==> src/rtl/q24_pkg.sv <==
// Shared definitions for the Q24.8 fixed-point arithmetic unit.
// Holds action codes, op class codes, the op class struct and default sizes.
// No dependencies.
`default_nettype none

package q24_pkg;

	localparam int ACTION_W = 4;

	localparam logic [ACTION_W-1:0] ACT_ADD      = 4'd0;
	localparam logic [ACTION_W-1:0] ACT_SUB      = 4'd1;
	localparam logic [ACTION_W-1:0] ACT_MUL      = 4'd2;
	localparam logic [ACTION_W-1:0] ACT_DIV      = 4'd3;
	localparam logic [ACTION_W-1:0] ACT_GT       = 4'd4;
	localparam logic [ACTION_W-1:0] ACT_LT       = 4'd5;
	localparam logic [ACTION_W-1:0] ACT_GE       = 4'd6;
	localparam logic [ACTION_W-1:0] ACT_LE       = 4'd7;
	localparam logic [ACTION_W-1:0] ACT_EQ       = 4'd8;
	localparam logic [ACTION_W-1:0] ACT_NE       = 4'd9;
	localparam logic [ACTION_W-1:0] ACT_MIN      = 4'd10;
	localparam logic [ACTION_W-1:0] ACT_MAX      = 4'd11;
	localparam logic [ACTION_W-1:0] ACT_INC      = 4'd12;
	localparam logic [ACTION_W-1:0] ACT_DEC      = 4'd13;
	localparam logic [ACTION_W-1:0] ACT_TO_INT   = 4'd14;
	localparam logic [ACTION_W-1:0] ACT_FROM_INT = 4'd15;

	localparam logic [1:0] KIND_SIMPLE = 2'd0;
	localparam logic [1:0] KIND_MUL    = 2'd1;
	localparam logic [1:0] KIND_DIV    = 2'd2;

	localparam int DEF_FRAC_BITS  = 8;
	localparam int DEF_DATA_WIDTH = 32;
	localparam int QUEUE_DEPTH    = 2;

	typedef struct packed {
		logic [1:0] kind;
		logic       cmp;
		logic       err;
		logic       neg;
	} op_class_t;

	localparam int CLASS_W = $bits(op_class_t);

endpackage

`default_nettype wire

==> src/rtl/q24_queue.sv <==
// Short FIFO between front and back end so each side stalls on its own.
// Uses q24_pkg for the default depth.
`default_nettype none

module q24_queue
	import q24_pkg::*;
#(
	parameter int WIDTH = 8,
	parameter int DEPTH = QUEUE_DEPTH
) (
	input  wire logic             clk,
	input  wire logic             arst_n,
	input  wire logic             in_valid,
	output logic                  in_ready,
	input  wire logic [WIDTH-1:0] in_data,
	output logic                  out_valid,
	input  wire logic             out_ready,
	output logic [WIDTH-1:0]      out_data
);

	localparam int PTR_W = (DEPTH > 1) ? $clog2(DEPTH) : 1;
	localparam int CNT_W = $clog2(DEPTH + 1);
	localparam logic [PTR_W-1:0] LAST = PTR_W'(DEPTH - 1);
	localparam logic [CNT_W-1:0] FULL = CNT_W'(DEPTH);

	logic [WIDTH-1:0] mem_q [DEPTH];
	logic [PTR_W-1:0] wr_ptr_q, rd_ptr_q;
	logic [CNT_W-1:0] cnt_q;
	logic             push, pop;

	assign in_ready  = cnt_q != FULL;
	assign out_valid = cnt_q != '0;
	assign out_data  = mem_q[rd_ptr_q];
	assign push      = in_valid && in_ready;
	assign pop       = out_valid && out_ready;

	always_ff @(posedge clk or negedge arst_n) begin
		if (!arst_n) begin
			wr_ptr_q <= '0;
			rd_ptr_q <= '0;
			cnt_q    <= '0;
		end else begin
			if (push) wr_ptr_q <= (wr_ptr_q == LAST) ? '0 : wr_ptr_q + 1'b1;
			if (pop) rd_ptr_q <= (rd_ptr_q == LAST) ? '0 : rd_ptr_q + 1'b1;
			if (push && !pop) cnt_q <= cnt_q + 1'b1;
			else if (pop && !push) cnt_q <= cnt_q - 1'b1;
		end
	end

	always_ff @(posedge clk) begin
		if (push) mem_q[wr_ptr_q] <= in_data;
	end

endmodule

`default_nettype wire

==> config.mk <==
export PLATFORM = sky130hd
export DESIGN_NAME = q24_queue
export DESIGN_NICKNAME = d
export VERILOG_FILES = /design/src/rtl/q24_pkg.sv /design/src/rtl/q24_queue.sv
export SDC_FILE = /design/constraint.sdc
export NUM_CORES = 1
export LEC_CHECK = 0
export BUFFER_PORTS_ARGS = -buffer_cell sky130_fd_sc_hd__buf_2
export CAP_MARGIN = 10
export CELL_PAD_IN_SITES_DETAIL_PLACEMENT = 0
export CELL_PAD_IN_SITES_GLOBAL_PLACEMENT = 1
export CORE_MARGIN = 2
export CORE_UTILIZATION = 40
export CTS_CLUSTER_DIAMETER = 30
export DETAILED_ROUTE_END_ITERATION = 6
export HOLD_SLACK_MARGIN = 0.03
export PLACE_DENSITY = 0.74
export SETUP_SLACK_MARGIN = 0.02
export SLEW_MARGIN = 0
export SYNTH_ARGS = -nofsm -noshare
export SYNTH_HDL_FRONTEND = slang
export SYNTH_SLANG_ARGS = --single-unit
==> constraint.sdc <==
create_clock -name clk -period 2.1 [get_ports clk]
set_clock_uncertainty 0.1 [all_clocks]
set_input_delay 0.42 -clock clk [delete_from_list [all_inputs] [get_ports clk]]
set_output_delay 0.42 -clock clk [all_outputs]
set_load 0.02 [all_outputs]
# --- Yosys cells after proc, flatten, opt, wreduce, memory -nomap -nowiden ---
# Memory sizes are Yosys's and may differ from the RTL's.
# Index checks and enable logic that the tools add are counted.
word_totals:
  ram_bits: 16
  n_memories: 1
  ff_bits: 4
  latch_bits: 0
  elab_cells: 23
  mem_bits_ro: 0
classes:
  n_lt_le_gt_ge: 0
  n_eq_ne: 1
  div: 0
  n_mul: 0
  mux: 6
  add_sub_neg: 4
  n_bitwise: 0
  n_shift: 0
  reduce_logical: 8
memory_table:
  columns: ["name", "words", "word_bits", "rd", "rd_clocked_by_memory_dff", "wr", "line", "text"]
  rows:
  - ["mem_q", 2, 8, 1, 0, 1, "q24_queue.sv:26", "logic [WIDTH-1:0] mem_q [DEPTH];"]
op_table:
  columns: ["cell", "n"]
  rows:
  - ["$logic_and A1 B1 Y1", 4]
  - ["$mux W1", 4]
  - ["$mux W2", 2]
  - ["$reduce_bool A2 Y1", 2]
  - ["$add A1 B1 Y1 const B", 2]
  - ["$add A2 B1 Y2 const B", 1]
  - ["$logic_not A1 Y1", 2]
  - ["$ne A2 B2 Y1 const B", 1]
  - ["$sub A2 B1 Y2 const B", 1]

# --- Depth between registers and ports, before layout ---
logic_depth:
  word_depth: 6
  ltp_mapped: 7
  mapped_depth_nobuf: 7

# --- Worst setup path after synthesis ---
# No wires, ideal clock.
synth_path:
  path_kind: "reg2reg"
  from: "reg cnt_q[0]"
  to: "mem mem_q[0][0] (enable)"
  path_buffers: 0
  path_stages_with_launch: 4
  setup_time_ns: 0.370
  t_arrival_ns: 1.045
  setup_slack_ns: 0.585
  required_ns: 1.630
  path_cell_list: "dfrtp_1 -> nand2b_4 -> nand2_1 -> nor2_1"
synth_between:
  elab_chain_cells: 4
synth_lines:
  columns: ["element", "line", "text"]
  rows:
  - ["start, declared", "q24_queue.sv:28", "logic [CNT_W-1:0] cnt_q;"]
  - ["start signal, assigned", "q24_queue.sv:45", "if (push && !pop) cnt_q <= cnt_q + 1'b1;"]
  - ["start signal, assigned", "q24_queue.sv:46", "else if (pop && !push) cnt_q <= cnt_q - 1'b1;"]
  - ["$ne A2 B2 Y1", "q24_queue.sv:31", "assign in_ready = cnt_q != FULL;"]
  - ["net in_ready", "q24_queue.sv:14", "output logic in_ready,"]
  - ["$logic_and A1 B1 Y1", "q24_queue.sv:34", "assign push = in_valid && in_ready;"]
  - ["$mux W1", "q24_queue.sv:51", "if (push) mem_q[wr_ptr_q] <= in_data;"]
  - ["$mux W1 (not written as such)", "q24_queue.sv:51", null]
  - ["end, declared", "q24_queue.sv:26", null]
# The timed path passes the listed nets, and every way through them passes these cells.

# --- Worst setup path after layout ---
layout_path:
  from: "reg rd_ptr_q"
  to: "out out_data[4]"
layout_between:
  elab_chain_cells: 1
layout_lines:
  columns: ["element", "line", "text"]
  rows:
  - ["start, declared", "q24_queue.sv:27", "logic [PTR_W-1:0] wr_ptr_q, rd_ptr_q;"]
  - ["start signal, assigned", "q24_queue.sv:44", "if (pop) rd_ptr_q <= (rd_ptr_q == LAST) ? '0 : rd_ptr_q + 1'b1;"]
  - ["$mem_v2 Z2 W8", null, null]
  - ["end, declared", "q24_queue.sv:18", "output logic [WIDTH-1:0] out_data"]
# No other way between the ends.

==> results.ini <==
[synthesis]
synth.area.top_cells = edfxtp_1, dfrtp_1, mux2_2
netlist_instances = 43
yosysWarnings = 0
syn_area_um2 = 787
synth.distinct_cells = 14
synth_area_leader_cell = edfxtp_1
seq_area_frac_synth = 0.738
synth_nets = 56
synth_top_area_frac = 0.610
syn_avg_cell_area_um2 = 18.3
ys_seq_elements = 20

[timing]
fin_setup_tns_ns = 0
fmaxAchievable_mhz = 512
tightest_slew_ns = 0.400
fin_ws_ns = 0.148
slew_violations = 0
setup_violations = 0
layout_worst_path_cycle_share = 0.929
hold_violations = 0
relSlewSlack = 0.733
rsz0062_at_grt = false
whs_ns = 0.200
min_period_ns = 1.95

[placement]
dp_slack_ns = 0.475
hpwl_um = 762
dp.cells = 91
portBuffers = 21
gp_congestion = 0.683

[setup_path]
endpoint_kind = primary output
critPathArrivalTime_ns = 1.43
required_ns = 1.58
startpoint_type = flip-flop
ff2ff_path_depth = 4
r2r_end = mem_q[0][1]
r2r-start = cnt_q[0]
crit_fanout = 9
r2r_setup_slack_ns = 0.49
worst-setup-path-type = flip-flop to primary output

[cts]
hold_buffers = 1
clkSinkCount = 20
cts_tree = yes
numCtsBuffers = 3
htree_num_levels = 1
clkLatencyLatePin_ns = 0.29
cts_root_buf = clkbuf_4
post-cts-setup-buffers = 0
path_clk_slew_ns = 0.11
cts.repair.resized = 0
cts_max_path_buffers = 2

[finish]
fin_util = 0.521
final_nets = 83
antenna_cells = 0
finalNonFillerCells = 96
drive_gt1_frac = 0.536
syn_to_final_growth_pct = 25.9

[drt]
wl_um = 1110
drc = 0
antenna_left = 0
viasPerCell = 4.47
wl_met3_um = 58
vias = 429
dr.max_layer_used = met4
drtIter0Drc = 6
first_pass_iters = 2
dr_wl_met2_um = 563
wl_met1_um = 477
routedWlPerCell_um = 11.6

[pwr]
power_density_nw_per_um2 = 1470
p_leak_nw = 0.406
ir_drop_mv = 1.12
combPwrFrac = 0.351
power.share.clock = 0.213
power_switching_mw = 0.468
p_sw_frac = 0.321
seq_power_share = 0.436
intPower_mw = 0.989

[grt]
grt.total_usage = 0.106
antenna_found_initial = 0
grt_pass1_vias = 420
overflow = 0
grt_max_degree = 13
grt_pass1_wl_um = 1840

[die]
die_y_um = 48.4
start_util = 0.414
ioPinCount = 22
coreArea_um2 = 1900
die_area_um2 = 2340
dieWidth_um = 48.4
rows = 16

[min_path]
hold_path_class = input pin to flip-flop
whs_path_depth = 1
min_from = in_data[1]
min_to = mem_q[1][1]

[status]
outcome = complete, no violations

[flow_run]
maxCapViolCount = 0

-- per-layer routing --
metal / vias up / GRT usage
met5: - / 0
met4: 0 / 0.0714
met3: 2 / 0.0278
met2: 11 / 0.176
met1: 210 / 0.119
li1: 206 / -
-- cells in the mapped netlist --
| cell | number |
|---|---|
| edfxtp_1 | 16 |
| ha_1 | 1 |
| xor2_1 | 2 |
| and3_1 | 1 |
| nand2b_4 | 1 |
| or2_4 | 1 |
| nand2_1 | 1 |
| buf_2 | 1 |
| nor2_1 | 2 |
| inv_1 | 1 |
| xnor2_1 | 3 |
| dfrtp_1 | 4 |
| nand2_4 | 1 |
| mux2_2 | 8 |
-- how the worst max path moves through the flow --
| stage | from | endpoint | slack (ns) | cells past startpoint |
|---|---|---|---|---|
| 4_1_cts | rd_ptr_q | out_data[4] | 0.13 | 2 |
| 5_1_grt | rd_ptr_q | out_data[4] | 0.07 | 2 |
| 3_5_place_dp | rd_ptr_q | out_data[4] | 0.48 | 2 |
| 6_report | rd_ptr_q | out_data[4] | 0.15 | 2 |
| 2_1_floorplan | cnt_q[0] | mem_q[0][0] | 0.58 | 3 |
| 3_3_place_gp | rd_ptr_q | out_data[1] | 0.47 | 2 |
-- final cells by class --
type / count / area, um2
clock inverter: 1 / 30.0
tap: 27 / 33.8
multi-input combinational: 21 / 198
clock buffer: 3 / 22.5
sequential: 20 / 581
timing repair buffer: 23 / 123
inverter: 1 / 3.75
fill: 167 / 911
-- logic make-up after synthesis --
family | synth area share
adders and majority gates | 0.0159
DFF | 0.738
xor gates and xnor gates | 0.0557
buffers and inverters | 0.0111
and+or+nand+nor | 0.0652
muxes | 0.114
-- flip-flops by register name (all words and copies together) (netlist names) --
name      count
cnt_q         2
mem_q        16
rd_ptr_q      1
wr_ptr_q      1
-- worst max-delay path, cell delays in order (launching register included) --
cell	delay, ns
dfrtp_1	0.59
mux2_2	0.38
buf_2	0.16
-- through the flow --
stage	power (mW)	instance area, um2
after floorplan	1.02	787
after detailed placement	1.16	928
after CTS	1.47	991
final	1.46	991
after global placement	1.15	928
after global routing	1.54	991
-- power by group through the flow --
stage          Sequential [mW]  Clock (mW)  Combinational [mW]
6_report                 0.635       0.310               0.512
5_1_grt                  0.652       0.334               0.553
4_1_cts                  0.638       0.314               0.522
3_5_place_dp             0.646           0               0.513
3_3_place_gp             0.646           0               0.507
2_1_floorplan            0.603           0               0.414
-- cell usage in the layout (no fill, tap or decap) --
cell type,netlist,layout
or2_4,1,1
inv_1,1,1
ha_1,1,1
buf_2,1,21
buf_4,0,1
mux2_2,8,8
and3_1,1,1
dfrtp_1,4,4
nand2b_4,1,1
nor2_1,2,2
nand2_1,1,1
xor2_1,2,2
xnor2_1,3,3
clkbuf_4,0,3
bufinv_16,0,1
nand2_4,1,1
edfxtp_1,16,16
dlygate4sd3_1,0,1
Note: power is estimated with default switching activity, not from simulation.
