===== src/rtl/q24_pkg.sv =====
// Shared definitions for the Q24.8 fixed-point arithmetic unit.
// Holds action codes, op class codes, the op class struct and default sizes.
// No dependencies.
`default_nettype none

package q24_pkg;

	localparam int ACTION_W = 4;

	localparam logic [ACTION_W-1:0] ACT_ADD      = 4'd0;
	localparam logic [ACTION_W-1:0] ACT_SUB      = 4'd1;
	localparam logic [ACTION_W-1:0] ACT_MUL      = 4'd2;
	localparam logic [ACTION_W-1:0] ACT_DIV      = 4'd3;
	localparam logic [ACTION_W-1:0] ACT_GT       = 4'd4;
	localparam logic [ACTION_W-1:0] ACT_LT       = 4'd5;
	localparam logic [ACTION_W-1:0] ACT_GE       = 4'd6;
	localparam logic [ACTION_W-1:0] ACT_LE       = 4'd7;
	localparam logic [ACTION_W-1:0] ACT_EQ       = 4'd8;
	localparam logic [ACTION_W-1:0] ACT_NE       = 4'd9;
	localparam logic [ACTION_W-1:0] ACT_MIN      = 4'd10;
	localparam logic [ACTION_W-1:0] ACT_MAX      = 4'd11;
	localparam logic [ACTION_W-1:0] ACT_INC      = 4'd12;
	localparam logic [ACTION_W-1:0] ACT_DEC      = 4'd13;
	localparam logic [ACTION_W-1:0] ACT_TO_INT   = 4'd14;
	localparam logic [ACTION_W-1:0] ACT_FROM_INT = 4'd15;

	localparam logic [1:0] KIND_SIMPLE = 2'd0;
	localparam logic [1:0] KIND_MUL    = 2'd1;
	localparam logic [1:0] KIND_DIV    = 2'd2;

	localparam int DEF_FRAC_BITS  = 8;
	localparam int DEF_DATA_WIDTH = 32;
	localparam int QUEUE_DEPTH    = 2;

	typedef struct packed {
		logic [1:0] kind;
		logic       cmp;
		logic       err;
		logic       neg;
	} op_class_t;

	localparam int CLASS_W = $bits(op_class_t);

endpackage

`default_nettype wire


===== src/rtl/q24_front.sv =====
// Front end: accepts input words, decodes the action and finishes the
// simple operations; mul/div get operand magnitudes. Uses q24_pkg.
`default_nettype none

module q24_front
	import q24_pkg::*;
#(
	parameter int FRAC_BITS  = DEF_FRAC_BITS,
	parameter int DATA_WIDTH = DEF_DATA_WIDTH,
	parameter int IN_DATA_W  = ((2 * DATA_WIDTH + 7) / 8) * 8,
	parameter int ENTRY_W    = CLASS_W + 3 * DATA_WIDTH
) (
	input  wire logic                 clk,
	input  wire logic                 arst_n,
	input  wire logic                 s_tvalid,
	output logic                      s_tready,
	input  wire logic [IN_DATA_W-1:0] s_tdata,
	input  wire logic [ACTION_W-1:0]  s_tuser,
	output logic                      out_valid,
	input  wire logic                 out_ready,
	output logic [ENTRY_W-1:0]        out_data
);

	localparam int W = DATA_WIDTH;

	logic signed [W-1:0] a, b;
	logic                lt_ab, lt_ba;
	logic [W-1:0]        simple, ma, mb;
	op_class_t           cls;
	logic                fr_valid_s1;
	logic [ENTRY_W-1:0]  entry_s1;

	assign a     = s_tdata[W-1:0];
	assign b     = s_tdata[2*W-1:W];
	assign lt_ab = a < b;
	assign lt_ba = b < a;
	assign ma    = a[W-1] ? W'(-a) : W'(a);
	assign mb    = b[W-1] ? W'(-b) : W'(b);

	always_comb begin
		cls      = '0;
		cls.neg  = a[W-1] ^ b[W-1];
		simple   = '0;
		unique case (s_tuser)
			ACT_ADD: simple = W'(a + b);
			ACT_SUB: simple = W'(a - b);
			ACT_MUL: cls.kind = KIND_MUL;
			ACT_DIV: begin
				if (b == '0) cls.err = 1'b1;
				else cls.kind = KIND_DIV;
			end
			ACT_GT: cls.cmp = lt_ba;
			ACT_LT: cls.cmp = lt_ab;
			ACT_GE: cls.cmp = !lt_ab;
			ACT_LE: cls.cmp = !lt_ba;
			ACT_EQ: cls.cmp = (a == b);
			ACT_NE: cls.cmp = (a != b);
			ACT_MIN: simple = lt_ba ? b : a;
			ACT_MAX: simple = lt_ba ? a : b;
			ACT_INC: simple = W'(a + {{(W-1){1'b0}}, 1'b1});
			ACT_DEC: simple = W'(a - {{(W-1){1'b0}}, 1'b1});
			ACT_TO_INT: simple = W'(a >>> FRAC_BITS);
			ACT_FROM_INT: simple = W'(a << FRAC_BITS);
			default: simple = '0;
		endcase
	end

	assign s_tready  = !fr_valid_s1 || out_ready;
	assign out_valid = fr_valid_s1;
	assign out_data  = entry_s1;

	always_ff @(posedge clk or negedge arst_n) begin
		if (!arst_n) begin
			fr_valid_s1 <= 1'b0;
		end else if (s_tready) begin
			fr_valid_s1 <= s_tvalid;
		end
	end

	always_ff @(posedge clk) begin
		if (s_tvalid && s_tready) begin
			entry_s1 <= {cls, simple, ma, mb};
		end
	end

endmodule

`default_nettype wire


===== config.mk =====
export PLATFORM = sky130hd
export DESIGN_NAME = q24_front
export DESIGN_NICKNAME = d
export VERILOG_FILES = /design/src/rtl/q24_pkg.sv /design/src/rtl/q24_front.sv
export SDC_FILE = /design/constraint.sdc
export NUM_CORES = 1
export LEC_CHECK = 0
export ABC_CLOCK_PERIOD_IN_PS = 3800
export BUFFER_PORTS_ARGS = -buffer_cell sky130_fd_sc_hd__buf_4
export CELL_PAD_IN_SITES_DETAIL_PLACEMENT = 1
export CELL_PAD_IN_SITES_GLOBAL_PLACEMENT = 2
export CORE_ASPECT_RATIO = 2
export CORE_MARGIN = 2
export CORE_UTILIZATION = 35
export CTS_CLUSTER_SIZE = 8
export DETAILED_ROUTE_END_ITERATION = 8
export PLACE_DENSITY = 0.95
export SYNTH_ARGS = -nofsm -noshare
export SYNTH_HDL_FRONTEND = slang
export SYNTH_SLANG_ARGS = --single-unit

===== constraint.sdc =====
create_clock -name clk -period 3.8 [get_ports clk]
set_clock_uncertainty 0.2 [all_clocks]
set_input_delay 0.19 -clock clk [delete_from_list [all_inputs] [get_ports clk]]
set_output_delay 0.19 -clock clk [all_outputs]
set_load 0.01 [all_outputs]

* Word level (Yosys, flattened, before mapping) *
Cells that the tools add are included.

word-level totals
  logic and storage cells = 47
  bits of input ports = 72
  bits in registers = 102
  output and inout port bits = 103

operators by class
  equal/unequal tests = 17
  mux-type cells = 9
  magnitude comparators = 2
  bitwise operators = 1
  reductions and logical operators = 7
  add/subtract/negate cells = 6

operators with widths
  kind                                                                   number
  32-bit case mux with 8 select lines                                    1
  32-bit < comparator                                                    2
  32-bit 2-to-1 mux                                                      2
  32-bit negation                                                        2
  31-bit 2-to-1 mux                                                      2
  32-bit by 1-bit adder with 32-bit output, second input constant        1
  32-bit adder                                                           1
  32-bit equality test                                                   1
  4-bit equality test, second input constant                             8
  32-bit logical NOT                                                     1
  32-bit != test                                                         1
  32-bit by 1-bit subtractor with 32-bit output, second input constant   1
  32-bit subtractor                                                      1
  4-bit by 3-bit equality test with 1-bit output, second input constant  4
  4-bit by 2-bit equality test with 1-bit output, second input constant  2
  1-bit case mux with 6 select lines                                     1
  4-bit by 1-bit equality test with 1-bit output, second input constant  1
  4-bit logical NOT                                                      1
  2-bit case mux with 2 select lines                                     1
  1-bit logical NOT                                                      3
  2-bit 2-to-1 mux                                                       1
  1-bit logical AND                                                      1
  1-bit logical OR                                                       1
  1-bit 2-to-1 mux                                                       1
  1-bit bitwise XOR                                                      1

* Longest topological paths before layout *
Gate-level depths: netlist of run 1.

  word-level depth = 3
  gate-level depth with buffers = 18
  depth with buffers taken out = 13

* Least setup slack after synthesis of run 1 *
No wires, ideal clock.

  path kind = in2reg
  start = in s_tuser[1]
  end = reg entry_s1[94], in the netlist out_data[94] (data pin)
  path slack = -0.781 ns
  buffers on the path = 5
  required time = 3.328 ns
  arrival time = 4.110 ns
  library setup time = 0.272 ns
  stages = 18
  cell sequence = clkbuf_1 > and4b_1 > clkbuf_1 > clkbuf_1 > clkbuf_1 > clkbuf_1 > xnor2_1 > ha_1 > or4_1 > o311a_1 > a31oi_1 > nor3_1 > a21oi_1 > o2111ai_1 > o31ai_1 > xnor2_1 > o21ai_0 > or4_1

on the way
  word-level cells in the longest chain between the ends = 2
  elaborated cells between the ends (all ways) = 9
  those cells by class = eq/ne: 7; mux: 1; reduce/logical: 1

RTL lines
  item                                         line             text
  from (decl)                                  q24_front.sv:18  input wire logic [ACTION_W-1:0] s_tuser,
  4-bit equality test (tied with other cells)  q24_front.sv:44  unique case (s_tuser)
  32-bit case mux with 8 select lines *        q24_front.sv:44
  net simple[30]                               q24_front.sv:28  logic [W-1:0] simple, ma, mb;
  to (signal assigned)                         q24_front.sv:82  entry_s1 <= {cls, simple, ma, mb};
  to (decl)                                    q24_front.sv:31  logic [ENTRY_W-1:0] entry_s1;

Mark *: on every way through the listed nets, which the timed path passes. The rest lies on a longest branch.
A chain may end at the register's enable or synchronous reset.

* Worst setup path after layout of run 1 *
  start = in s_tdata[32]
  end = reg entry_s1[30], in the netlist out_data[30] (data pin)

on the way
  word-level cells in the longest chain between the ends = 2

RTL lines
  item               line             text
  from (decl)        q24_front.sv:17  input wire logic [IN_DATA_W-1:0] s_tdata,
  32-bit negation    q24_front.sv:38  assign mb = b[W-1] ? W'(-b) : W'(b);
  31-bit 2-to-1 mux  q24_front.sv:38
  net mb[30]         q24_front.sv:28

The timed path passes the listed nets, and every way through them passes these cells.

==> results of run 1 <==
[synthesized netlist by cell type (all sizes together), types with 31 or more instances]
master	n
o21ai	84
xnor2	99
mux2i	31
nand3	40
ha	66
nor3	44
clkbuf	88
inv	64
nor2	107
a21oi	79
nand2	96
edfxtp	101
[metal layers]
layer  GRT usage [%]  up-vias
met2            55.3      583
met3            3.47      220
met1            30.1     5921
met4            23.6        0
met5               0        -
li1                -     5435
[area by class of cell]
class | count | area [sq um]
well taps | 368 | 460
clock buffers | 9 | 225
repair buffers | 366 | 2870
fillers | 3593 | 16000
clock inverters | 6 | 87.6
multi-input cells | 1032 | 7080
inverters | 65 | 244
flip-flops and latches | 102 | 3060
[flip-flops by register name (all words and copies together), names as in the netlist]
signal     cells
out_data     101
out_valid      1
[final timing paths]
path	endpoint	cells past startpoint
worst max-delay path	out_data[30]	12
worst min-delay path	out_data[86]	2
worst max register to register	out_data[73]	3
worst min register to register	out_valid	3
max in group asynchronous	out_valid	3
min in group asynchronous	out_valid	3
[repair_timing]
action / in CTS / in global routing
hold buffers: 20 / 0
endpoints found under the setup margin: 1 / 19
resized for setup: 1 / 9
hold endpoints to repair: 19 / 0
[power by group]
part           switching (mW)  internal (mW)
clock                   0.486          0.573
combinational           0.936          0.682
sequential             0.0377           1.35
[critical path, delay by kind of cell]
| kind | cells | cell delay (ns) |
|---|---|---|
| adders and majority gates | 1 | 0.19 |
| AOI/OAI and AO/OA | 1 | 0.26 |
| and+or+nand+nor | 6 | 2.48 |
| buffers and inverters | 3 | 0.35 |
| xor gates and xnor gates | 1 | 0.10 |
[cell families (layout without fill, tap and decap cells)]
family / Yosys count / after routing
flip-flops: 102 / 102
XOR/XNOR: 119 / 119
adder cells (fa/ha/maj): 68 / 68
AND/OR/NAND/NOR: 440 / 440
multiplexers: 32 / 32
buffers and inverters: 169 / 446
AO/OA/AOI/OAI: 373 / 373
==> flow_metrics.py, run 1 <==
metrics = {
    "outcome": {
        "outcome": "finished clean",
    },
    "power_and_ir_drop": {
        "power_density_nw_per_um2": 290,
        "power_mw": 4.07,
        "irDropWorstVdd_mv": 0.202,
        "p_leak_nw": 5.63,
    },
    "placement": {
        "hpwl_mm": 37.7,
        "place_area_sq_um": 13500,
        "pre_cts_slack_ns": -0.404,
        "routabilityCongestion": 1.02,
        "placedCellCount": 1913,
        "port_buffers": 174,
    },
    "min_path": {
        "holdCritStartpoint": "s_tdata[54]",
        "hold_path_class": "input pin to flip-flop",
    },
    "timing": {
        "worst_slew_pin_slew_ns": 0.922,
        "slew_violations": 0,
        "setup_violations": 0,
        "timing.slew.headroom_pct": 38.5,
        "rsz0062_at_grt": "no",
        "worst_slack_ns": 0.160,
        "period_share_pct": 95.8,
        "whs_ns": 0.0144,
        "tns_ns": 0,
        "layout_min_cycle_time_ns": 3.64,
        "fmaxAchievable_ghz": 0.275,
        "hold_viol_final": 0,
    },
    "floorplanning": {
        "start_util_pct": 35.5,
        "io_pins": 175,
        "die_w_um": 128,
        "num_rows": 90,
        "die_h_um": 251,
        "design.core.area_sq_um": 30100,
        "fp.dieArea_sq_um": 32000,
    },
    "yosys": {
        "synth_area_sq_um": 10700,
        "netlist.area_leader.share_pct": 28.4,
        "synth-compound-area-share_pct": 23.7,
        "async_flop_share_pct": 0.980,
        "ys_seq_area_share_pct": 28.6,
        "ys_seq_elements": 102,
        "yosys.area_share.simple_pct": 20.9,
        "netlist_top_cells_area": "edfxtp_1, xnor2_1, ha_1",
        "synthFlopType": "edfxtp_1",
        "synth_area_leader_cell": "edfxtp_1",
        "avgSynthCellArea_sq_um": 8.20,
        "yosys.cell_types.count": 73,
        "synth_xor_area_share_pct": 9.76,
        "synth_nets": 1443,
        "synthAdderAreaFrac_pct": 8.11,
        "synth-edff-count": 101,
        "ys_warn_count": 0,
        "yosys-mux-area-fraction_pct": 3.01,
        "synth_top_family_by_area": "compound AO/OA/AOI/OAI gates",
        "syn_inst": 1303,
    },
    "global_routing": {
        "grt_remaining_overflow": 0,
        "grt_max_degree": 74,
        "grt_pass1_wl_mm": 74.1,
        "grt_usage_pct": 30.1,
        "antenna_found_initial": 0,
        "grt_pass1_vias": 12884,
    },
    "finish": {
        "drive_gt1_share_pct": 25.2,
        "final_cell_mix": "buf_4, nor2_1, edfxtp_1",
        "design_area_sq_um": 14000,
        "layout_commonest_cell": "buf_4",
        "nets": 1716,
        "postLayoutCoreUtil_pct": 46.7,
        "antenna_cells": 0,
        "area_growth_pct": 31.3,
        "final-instance-count-excl-fill": 1948,
    },
    "route": {
        "wl_per_cell_um": 25.0,
        "post_drt_via_cell_ratio": 6.24,
        "first_pass_iters": 8,
        "num_vias": 12159,
        "wl_met2_mm": 25.4,
        "wl_met3_mm": 2.47,
        "met1_length_mm": 16.6,
        "drt_iter0_drc": 958,
        "postRouteAntennaNets": 0,
        "drc_errors": 0,
        "routed_wl_mm": 48.7,
        "top_layer": "met4",
    },
    "clock_tree": {
        "cts_tree": "done",
        "clk_transition_reported_paths_ns": 0.08,
        "cts_max_level": 3,
        "cts_setup_buffers": 0,
        "cts-root-buf": "clkbuf_16",
        "cts.path.max_buffers": 2,
        "worstSkewPairLatency_ns": 0.38,
        "numCtsBuffers": 9,
        "cts_sinks": 102,
    },
    "worst_setup_path": {
        "crit_slowest_cell": "or4_1",
        "critical_path.max_fanout": 5,
        "rr_startpoint": "out_valid",
        "cp.arrival_ns": 3.57,
        "worstPathCellList": "buf_4 -> buf_4 -> inv_1 -> ha_1 -> nand4_1 -> or3_4 -> or3_4 -> or4_1 -> or4_4 -> or4_4 -> o41ai_2 -> xnor2_1",
        "regToRegSetupSlack_ns": 1.70,
        "startpoint": "s_tdata[32]",
        "critical_path_class": "input pin to flip-flop",
        "crit_path_max_incr_delay_ns": 0.49,
        "critPathCaptureType": "flip-flop",
        "required_ns": 3.73,
        "critPathLaunchType": "input pin",
    },
    "run": {
        "max-cap-violations": 0,
    },
}
No activity file was read; power rests on OpenSTA's default activity.
==> run 2: changes to the inputs <==
--- a/config.mk
+++ b/config.mk
@@ -15,6 +15,7 @@
 export CTS_CLUSTER_SIZE = 8
 export DETAILED_ROUTE_END_ITERATION = 8
 export PLACE_DENSITY = 0.95
+export RECOVER_POWER = 50
 export SYNTH_ARGS = -nofsm -noshare
 export SYNTH_HDL_FRONTEND = slang
 export SYNTH_SLANG_ARGS = --single-unit
==> run 2 against run 1 <==
Cell area down 2.9%. First-iteration DRC count up 3.2%. Flip-flop and latch count unchanged. Total power down 1.4%. The run now ends with capacitance limit, slew limit left. Sequential power about the same. Hold slack better by 0.0063 ns. Clock power about the same.
==> flow_metrics.py, run 2 (synthesis results as in run 1) <==
metrics = {
    "global_routing": {
        "grt_pass1_wl_mm": 74.1,
        "grt_max_degree": 74,
        "grt_pass1_vias": 12884,
        "antenna_found_initial": 0,
        "grt_usage_pct": 30.1,
        "grt_remaining_overflow": 0,
    },
    "finish": {
        "drive_gt1_share_pct": 18.4,
        "n_fill_cell": 3638,
        "antenna_cells": 0,
        "layout_commonest_cell": "buf_4",
        "multiInputGateArea_sq_um": 7080,
        "largest_reg_flops": 101,
        "nets": 1716,
        "seq_area_sq_um": 3060,
        "postLayoutCoreUtil_pct": 45.3,
        "final_cell_mix": "buf_4, clkbuf_1, nor2_1",
        "area_growth_pct": 27.5,
    },
    "floorplanning": {
        "num_rows": 90,
        "start_util_pct": 35.5,
        "design.core.area_sq_um": 30100,
        "die_w_um": 128,
        "die_h_um": 251,
        "io_pins": 175,
        "fp.dieArea_sq_um": 32000,
    },
    "route": {
        "wl_per_cell_um": 25.1,
        "post_drt_via_cell_ratio": 6.22,
        "postRouteAntennaNets": 0,
        "drt_iter0_drc": 989,
        "first_pass_iters": 6,
        "routed_wl_mm": 48.8,
        "num_vias": 12109,
        "drc_errors": 0,
    },
    "placement": {
        "hpwl_mm": 37.7,
        "routabilityCongestion": 1.02,
        "port_buffers": 174,
    },
    "timing": {
        "rsz0062_at_grt": "no",
        "tns_ns": 0,
        "whs_ns": 0.0208,
        "layout_min_cycle_time_ns": 3.65,
        "setup_violations": 0,
        "hold_viol_final": 0,
        "timing.slew.headroom_pct": -17.3,
        "fmaxAchievable_ghz": 0.274,
        "slew_violations": 108,
        "worst_slew_pin_slew_ns": 1.76,
        "period_share_pct": 96.2,
    },
    "run": {
        "max-cap-violations": 2,
    },
    "outcome": {
        "violations": "capacitance limit, slew limit",
        "outcome": "complete, but fails checks",
    },
    "clock_tree": {
        "cts-root-buf": "clkbuf_16",
        "numCtsBuffers": 9,
        "worstSkewPairLatency_ns": 0.38,
        "cts_max_level": 3,
        "clk_transition_reported_paths_ns": 0.09,
        "cts.path.max_buffers": 2,
        "cts_tree": "done",
        "cts_sinks": 102,
    },
    "power_and_ir_drop": {
        "p_switching_mw": 1.46,
        "p_int_mw": 2.54,
        "irDropWorstVdd_mv": 0.204,
        "power_density_nw_per_um2": 294,
        "p_seq_share_pct": 34.6,
        "clock_power_share_pct": 26.5,
        "switching_share_pct": 36.5,
        "power_mw": 4.01,
        "combPwrFrac_pct": 38.8,
        "p_leak_nw": 5.23,
    },
    "worst_setup_path": {
        "worstPathCellList": "dlygate4sd3_1 -> buf_4 -> inv_1 -> ha_1 -> inv_1 -> nor3_1 -> and2_1 -> nor2_1 -> a211o_1 -> a211oi_4 -> xnor2_4 -> buf_12 -> mux2i_1 -> nor2_1 -> or4_1",
        "critPathCaptureType": "flip-flop",
        "cp.arrival_ns": 3.59,
        "critical_path_class": "input pin to flip-flop",
        "critPathLaunchType": "input pin",
        "critical_path.max_fanout": 4,
        "crit_path_max_incr_delay_ns": 0.54,
        "required_ns": 3.74,
        "regToRegSetupSlack_ns": 1.24,
        "crit_slowest_cell": "or4_1",
    },
    "min_path": {
        "hold_path_class": "input pin to flip-flop",
    },
}
==> run 2: cell types whose count changed in the layout (fill, tap and decap cells not counted) <==
cell,change
clkbuf_1,+108
buf_4,-113
and2_2,+1
clkbuf_4,+4
and2_4,-1
clkbuf_2,+1
==> run 2: final timing paths <==
path | start | to | cells after the start
max reg2reg | out_valid | out_data[73] | 3
max in group asynchronous | arst_n | out_valid | 3
min in group asynchronous | arst_n | out_valid | 3
max | s_tdata[48] | out_data[90] | 15
min | s_tdata[30] | out_data[62] | 2
min reg2reg | out_valid | out_valid | 3
==> run 2: what timing repair did <==
item / in CTS / in global routing
hold endpoints to repair: 19 / 0
resized for setup: 1 / 9
endpoints found under the setup margin: 1 / 19
setup buffers: 0 / 0
hold buffers: 20 / 0
==> run 2: metal layers <==
metal / up-vias / global-route usage (%) / wire, um
met5: - / 0 / 0
met4: 0 / 23.6 / 4180
met3: 214 / 3.47 / 2360
met2: 546 / 55.3 / 25400
met1: 5913 / 30.1 / 16900
li1: 5436 / - / -
==> run 2: area by class of cell <==
class / count / area share (%)
clock inverter: 6 / 0.643
timing repair buffer: 366 / 18.1
multi-input combinational: 1032 / 52.0
sequential: 102 / 22.5
clock buffer: 9 / 1.65
tap: 368 / 3.38
inverter: 65 / 1.79
==> run 2: worst max-delay path, delay by kind of cell <==
family,cells,cell delay (ns)
AND/OR/NAND/NOR,5,1.09
buffers and inverters,5,0.95
AO/OA/AOI/OAI,2,0.70
adder cells (fa/ha/maj),1,0.29
multiplexers,1,0.19
XOR/XNOR,1,0.18
==> run 2: per-stage QoR <==
step	cell area, sq um	cells	worst slack (ns)
CTS	14000	1948	0.0460
global route	13600	1948	0.0157
finish	13600	1948	0.145
floorplan	10800	1303	-0.189
global placement	13500	1913	-0.227
detailed placement	13500	1913	-0.404
==> run 2: power by group through the flow <==
stage	Clock [mW]	Sequential, mW	Combinational [mW]
2_1_floorplan	0	1.45	0.807
5_1_grt	1.09	1.39	1.66
3_3_place_gp	0	1.41	1.52
3_5_place_dp	0	1.41	1.56
4_1_cts	1.07	1.39	1.59
6_report	1.06	1.39	1.56
